[config.mk]
export PLATFORM = sky130hd
export DESIGN_NAME = frb_word_unit
export DESIGN_NICKNAME = d
export VERILOG_FILES = /design/src/sv/frb_pkg.sv /design/src/sv/frb_word_unit.sv
export SDC_FILE = /design/constraint.sdc
export NUM_CORES = 1
export LEC_CHECK = 0
export BUFFER_PORTS_ARGS = -buffer_cell sky130_fd_sc_hd__buf_2
export CAP_MARGIN = 40
export CORE_AREA = 5 5 95 97
export DETAILED_ROUTE_END_ITERATION = 10
export DIE_AREA = 0 0 100 102
export GPL_ROUTABILITY_DRIVEN = 0
export PLACE_DENSITY = 0.73
export SLEW_MARGIN = 20
export SYNTH_ARGS = -nofsm -noshare
export SYNTH_HDL_FRONTEND = slang
export SYNTH_SLANG_ARGS = --single-unit
[constraint.sdc]
create_clock -name vclk -period 6.9
set_clock_uncertainty 0.15 [all_clocks]
set_input_delay 0.69 -clock vclk [all_inputs]
set_output_delay 0.69 -clock vclk [all_outputs]
set_load 0.01 [all_outputs]
[src/sv/frb_pkg.sv]
// shared types, constants and sizes of the frame bitmap allocator
package frb_pkg;

	// store geometry
	localparam int NUM_FRAMES  = 32768;
	localparam int FRAME_BYTES = 4096;
	localparam int WORD_BITS   = 32;
	localparam int BIT_W       = 5;
	localparam int MAP_WORDS   = (NUM_FRAMES + WORD_BITS - 1) / WORD_BITS;
	localparam int WORD_AW     = (MAP_WORDS > 1) ? $clog2(MAP_WORDS) : 1;
	localparam int FRAME_SHIFT = $clog2(FRAME_BYTES);
	localparam int FRAME_CNT_W = $clog2(NUM_FRAMES + 1);
	localparam int POP_W       = BIT_W + 1;

	// payload widths
	localparam int ADDR_W  = 32;
	localparam int COUNT_W = 16;
	localparam int LIMIT_W = 16;

	// configuration port
	localparam int APB_AW   = 3;
	localparam int APB_DW   = 32;
	localparam int CFG_IDX_W = 1;
	localparam logic [CFG_IDX_W-1:0] CFG_IDX_LIMIT = 1'b0;
	localparam logic [LIMIT_W-1:0]   LIMIT_RESET   = LIMIT_W'(NUM_FRAMES);

	// request kinds
	typedef enum logic [1:0] {
		REQ_ALLOC   = 2'd0,
		REQ_FREE    = 2'd1,
		REQ_RELEASE = 2'd2,
		REQ_RESERVE = 2'd3
	} req_type_t;

	// control of the shared word unit
	typedef struct packed {
		req_type_t        op;
		logic [BIT_W-1:0] lo_bit;
		logic [BIT_W-1:0] hi_bit;
	} word_ctl_t;

	// status coming back from the shared word unit
	typedef struct packed {
		logic [WORD_BITS-1:0] new_word;
		logic                 hit;
		logic [BIT_W-1:0]     bit_idx;
		logic [POP_W-1:0]     pop;
	} word_sts_t;

	// frame number limited to the size of the store
	function automatic logic [FRAME_CNT_W-1:0] clamp_frames(input logic [ADDR_W:0] f);
		if (f > (ADDR_W + 1)'(NUM_FRAMES))
			return FRAME_CNT_W'(NUM_FRAMES);
		else
			return f[FRAME_CNT_W-1:0];
	endfunction

endpackage

[src/sv/frb_word_unit.sv]
// shared word unit: masks a bitmap word, finds the first candidate bit, counts, updates
module frb_word_unit import frb_pkg::*; (
	input  logic [WORD_BITS-1:0] word,
	input  word_ctl_t            ctl,
	output word_sts_t            sts
);

	localparam logic [WORD_BITS-1:0] ALL_ONES = '1;

	logic [WORD_BITS-1:0] mask;
	logic [WORD_BITS-1:0] cand;
	logic [BIT_W-1:0]     first_idx;

	// population count as a balanced adder tree
	function automatic logic [POP_W-1:0] popcount(input logic [WORD_BITS-1:0] v);
		logic [1:0] l1 [16];
		logic [2:0] l2 [8];
		logic [3:0] l3 [4];
		logic [4:0] l4 [2];
		for (int i = 0; i < 16; i++) l1[i] = 2'(v[2*i]) + 2'(v[2*i+1]);
		for (int i = 0; i < 8; i++) l2[i] = 3'(l1[2*i]) + 3'(l1[2*i+1]);
		for (int i = 0; i < 4; i++) l3[i] = 4'(l2[2*i]) + 4'(l2[2*i+1]);
		for (int i = 0; i < 2; i++) l4[i] = 5'(l3[2*i]) + 5'(l3[2*i+1]);
		return POP_W'(l4[0]) + POP_W'(l4[1]);
	endfunction

	// bits of this word that lie inside the run
	assign mask = (ALL_ONES << ctl.lo_bit) & (ALL_ONES >> (BIT_W'(WORD_BITS - 1) - ctl.hi_bit));

	// candidate bits for the request kind
	always_comb begin
		case (ctl.op)
			REQ_ALLOC:   cand = ~word & mask;
			REQ_FREE:    cand = word & mask;
			REQ_RESERVE: cand = ~word & mask;
			default:     cand = '0;
		endcase
	end

	// lowest candidate bit
	always_comb begin
		first_idx = '0;
		for (int i = WORD_BITS - 1; i >= 0; i--) begin
			if (cand[i])
				first_idx = BIT_W'(i);
		end
	end

	// updated word
	always_comb begin
		case (ctl.op)
			REQ_ALLOC:   sts.new_word = cand[first_idx] ? (word | (WORD_BITS'(1) << first_idx))
			                                            : word;
			REQ_FREE:    sts.new_word = word & ~mask;
			REQ_RELEASE: sts.new_word = word & ~mask;
			REQ_RESERVE: sts.new_word = word | mask;
			default:     sts.new_word = word;
		endcase
	end

	assign sts.hit     = |cand;
	assign sts.bit_idx = first_idx;
	assign sts.pop     = popcount(cand);

endmodule

==> results of run 1 <==
## worst max-delay path by stage
| stage | depth (start not counted) | start | slack, ns | end |
|---|---|---|---|---|
| 2_1_floorplan | 23 | ctl[10] | 0.05 | sts[4] |
| 3_3_place_gp | 22 | ctl[10] | -0.02 | sts[4] |
| 3_5_place_dp | 22 | ctl[10] | -0.13 | sts[4] |
| 4_1_cts | 23 | ctl[11] | -0.05 | sts[4] |
| 5_1_grt | 27 | ctl[10] | -0.26 | sts[4] |
| 6_report | 27 | ctl[10] | -0.04 | sts[4] |
## final cells by class
class                           count  area (sq um)
Fill cell                         780          3283
Inverter                           39         158.9
Multi-Input combinational cell    458          3505
Tap cell                          105         131.4
Timing Repair Buffer              151         973.4
## stage by stage
stage | instance area (sq um) | worst slack [ns] | setup TNS (ns) | utilization | power [mW]
after floorplan | 3911 | 0.05412 | 0 | - | 0.4224
after global placement | 4588 | -0.02422 | -0.02422 | 0.5699 | 0.6002
after detailed placement | 4588 | -0.1276 | -0.1276 | 0.5699 | 0.6109
after CTS | 4706 | -0.05159 | -0.05639 | 0.5845 | 0.6330
after global routing | 4768 | -0.2603 | -0.6005 | 0.5922 | 0.7045
final | 4768 | -0.04004 | -0.04004 | 0.5922 | 0.6482
## critical path, delay by kind of cell
family | cells | cell delay (ns)
adder cells (fa/ha/maj) | 9 | 3.38
buffers and inverters | 12 | 1.07
AO/OA/AOI/OAI | 3 | 0.50
XOR/XNOR | 2 | 0.27
AND/OR/NAND/NOR | 1 | 0.17
## metal layers
layer  global-route usage  vias to the layer above  wire length [um]  share of wire
met1               0.3701                     2281              5631           0.36
met3              0.05051                       94              1842           0.12
met4               0.1679                        0              1184          0.076
met5                    0                        -                 0              0
li1                     -                     2183                 -              -
met2               0.4695                      378              6886           0.44
## cells in the final DEF (no fill, tap or decap), types with 15 or more instances in the layout
| cell type | instances |
|---|---|
| inv_1 | 27 |
| nand3_1 | 15 |
| nor2_1 | 53 |
| xor2_1 | 20 |
| o22ai_1 | 17 |
| buf_4 | 56 |
| nand2_1 | 40 |
| fa_1 | 23 |
| a21oi_1 | 55 |
| buf_2 | 84 |
## repair_timing
| action | in CTS | in global routing |
|---|---|---|
| gates resized for setup | 25 | 10 |
| hold endpoints to repair | 0 | 0 |
| hold buffers | 0 | 0 |
| pin swaps | 15 | 14 |
| setup endpoints to repair | 3 | 5 |
| buffers inserted | 5 | 3 |
## cell families after synthesis
| group | synth area share |
|---|---|
| adder cells (fa/ha/maj) | 0.1614 |
| AND/OR/NAND/NOR | 0.2386 |
| AO/OA/AOI/OAI | 0.4020 |
| buffers and inverters | 0.1195 |
| XOR/XNOR | 0.07847 |
## report_power, final
group          internal (mW)  switching, mW
sequential                 0              0
combinational          0.263          0.385
clock                      0              0
==> impl_results.md, run 1 <==
* Hold_sp: word[12]
* Placed insts at 744
* Total GRT Usage at 0.2920
* Status: finished, violations left
* Die X at 100 um
* Worst min-delay path class: in2out
* Most common cell in the synthesized netlist: a21oi_1
* Leakage power at around 2.2 nW
* Share of cells above drive strength 1 at 0.3210
* Final min period at 6.940 ns
* RSZ-0062 raised after global routing: true
* # IOs at 88
* Post-Route WL at 15540 um
* Pre-antenna DRT Iters at 8
* Pwr dens at 135.9 nW/um^2
* Ant. Diodes at 0
* Arr. time, crit path at about 6 ns
* Die height at 102 um
* WHS at 1.575 ns
* Post-Synthesis Cell Area at approximately 3900 sq um
* Final worst slack at -0.04004 ns
* Post-Layout Cell Count at 753
* HPWL after detailed placement at roughly 13000 um
* Hold Fails Final Rpt at 0
* Clock buffer cells at 0
* Max Freq at 144.1 MHz
* Hold path depth at 4
* Final nets at 730
* Sequential area share after synthesis at 0
* Area delta synth->final at 22.07%
* Area contributors post-synth: fa_1 12%, a21oi_1 7.3%, nor2_1 5.2%
* Avg WL per Cell at 20.64 um
* Initial DRC count at 671
* # rows at 33
* Routed Antenna Nets at 0
* Largest net degree at the start of global routing at 26
* Pins Over Slew Limit at 0
* Max transition margin at 0.5003
* Die area at 10200 sq um
* CP most frequent cell: fa_1
* Critical-path maximum fanout at 5
* Core ar. at between 8000 and 9000 sq um
* Final Setup Violations at 1
* Starting Density at 0.4852
* Failing checks: setup timing
* Warnings from Yosys at 0
* Syn Area/Cell at just over 7 sq um
* Via density at around 6.6
* Top cells by count, synth: 57 x a21oi_1, 54 x nor2_1, 40 x nand2_1, 35 x inv_1, 24 x fa_1
* Worst-margin pin slew at ~0.75 ns
* Initial antenna violation count at 0
* Number of global-route vias before repair at between 4000 and 5000
* Cells after Synth at 540
* # DRC at 0
* Via count at 4936
* Crit share post-route at 1.006
* Worst setup EP type: output pin
* Slowest cell on crit path: fa_1
* Worst path max stage delay at between 0.5 and 0.6 ns
* CP Data Required Time at 6.06 ns
* Synth unique cells at 87
* Syn nets at 620
* Synth top area share at 0.1230
* Max-capacitance violation count at 0
* Min-Delay Endpoint: sts[24]
* Peak VDD IR at 116.5 uV
* CP Class: in2out
* Post-synth top area cell: fa_1
* Sequential cell count at 0
* Port Buffer Count at 88
* Total grt overflow at 0
* Sequential cell area at 0 sq um
* First-pass GRT wire length at between 20000 and 25000 um
* Worst Setup Start Kind: input port
(Power assumes the default switching activity.)
==> run 2, diff against run 1 <==
- CORE_AREA: 5 5 95 97 -> 2 2 76 114
- DIE_AREA: 0 0 100 102 -> 0 0 78 116
- REMOVE_ABC_BUFFERS: default -> 1
==> run 2 against run 1 <==
Compared with the run above: maximum frequency is 0.63% higher; critical path depth fell by 1; the flow now finishes without violations; first-iteration DRC count rose by 58%; largest power group unchanged; critical endpoint unchanged; non-clock buffer count rose by 32; design area increased by 8.9%; worst hold slack gained 0.016 ns; final cell count grew 4.2%; largest cell class unchanged.
==> impl_results.md, run 2 (synthesis gave the netlist of run 1 again) <==
* Post-Route WL at 17610 um
* Pwr dens at 146.8 nW/um^2
* Max-capacitance violation count at 0
* DP Worst Slack at -0.1892 ns
* Port Buffer Count at 88
* Initial DRC count at 1063
* Worst Setup Start Kind: input port
* Clock buffer cells at 0
* CP Data Required Time at 6.06 ns
* Sequential cell area at 0 sq um
* Via count at 5377
* Total GRT Usage at 0.3764
* Worst-margin pin slew at 0.7859 ns
* First-pass GRT wire length at 26460 um
* Overall Power at about 0.76 mW
* Largest net degree at the start of global routing at 26
* Final min period at 6.897 ns
* Share of cells above drive strength 1 at 0.3824
* Peak VDD IR at 238.2 uV
* Crit share post-route at 0.9995
* WHS at 1.591 ns
* Hold Fails Final Rpt at 0
* Area delta synth->final at 32.93%
* Worst path max stage delay at ~0.55 ns
* Final nets at 762
* Kind of cell adding the most delay to the critical path: adder cells
* # IOs at between 80 and 90
* Post-Layout Cell Count at 785
* Initial antenna violation count at 0
* Placed insts at 745
* Routed Antenna Nets at 0
* Max transition margin at 0.4726
* RSZ-0062 raised after global routing: true
* Worst setup EP type: output pin
* CP Class: in2out
* Total grt overflow at 0
* Commonest non-fill, non-tap cell in the layout: buf_4
* Starting Density at 0.4878
* Die height at 116 um
* HPWL after detailed placement at between 10000 and 15000 um
* Number of global-route vias before repair at 5000
* Arr. time, crit path at 6.06 ns
* Fin area at 5192 sq um
* Final worst slack at 0.003126 ns
* Status: finished, final reports clean
* Die area at 9048 sq um
* Critical-path maximum fanout at 5
* Pins Over Slew Limit at 0
* Die X at roughly 80 um
* Most frequent cells in the layout: 87 x buf_4, 85 x buf_2, 55 x a21oi_1
* Max Freq at 145.0 MHz
* Ant. Diodes at 0
* Dpl cell area at between 4000 and 5000 sq um
* Pre-antenna DRT Iters at 6
* Leakage power at 2.370 nW
* WP buf/inv at 11
* Core ar. at 8008 sq um
* # rows at 40
* Worst min-delay path class: in2out
* Sequential cell count at 0
* Avg WL per Cell at ~22 um
* # DRC at 0
* Final Setup Violations at 0
* Slowest cell on crit path: fa_1
* Via density at 6.850
==> run 2: layer usage <==
metal / GRT usage / vias up / part of all wire
met3: 0.07399 / 169 / 0.12
met2: 0.6299 / 517 / 0.45
met4: 0.2842 / 0 / 0.11
met5: 0 / - / 0
met1: 0.4214 / 2437 / 0.32
li1: - / 2254 / -
==> run 2: stage by stage <==
step | setup TNS, ns | utilization
detailed placement | -0.3201 | 0.5748
global route | -0.3581 | 0.6484
global placement | -0.05071 | 0.5748
floorplan | -3.557 | -
finish | 0 | 0.6484
CTS | -0.07740 | 0.6317
==> run 2: path summary, 6_finish.rpt <==
path	slack (ns)	start	endpoint	depth (start not counted)
max	0.003	ctl[10]	sts[4]	26
min	1.59	word[9]	sts[21]	4
==> run 2: area by class of cell <==
| class | count | area, sq um |
|---|---|---|
| Multi-Input combinational cell | 458 | 3628 |
| Fill cell | 693 | 2815 |
| Timing Repair Buffer | 183 | 1274 |
| Inverter | 39 | 158.9 |
| Tap cell | 105 | 131.4 |
==> run 2: what timing repair did <==
action,CTS,global route
pin swaps,20,25
cloned,2,0
hold buffers,0,0
buffers inserted,36,5
resized for setup,33,28
endpoints found under the setup margin,3,38
==> run 2: power by group <==
part / total [mW] / switching, mW / leakage, nW / internal, mW
registers: 0 / 0 / 0 / 0
logic: 0.762 / 0.447 / 2.37 / 0.316
clock network: 0 / 0 / 0 / 0
total: 0.762 / 0.447 / 2.37 / 0.316
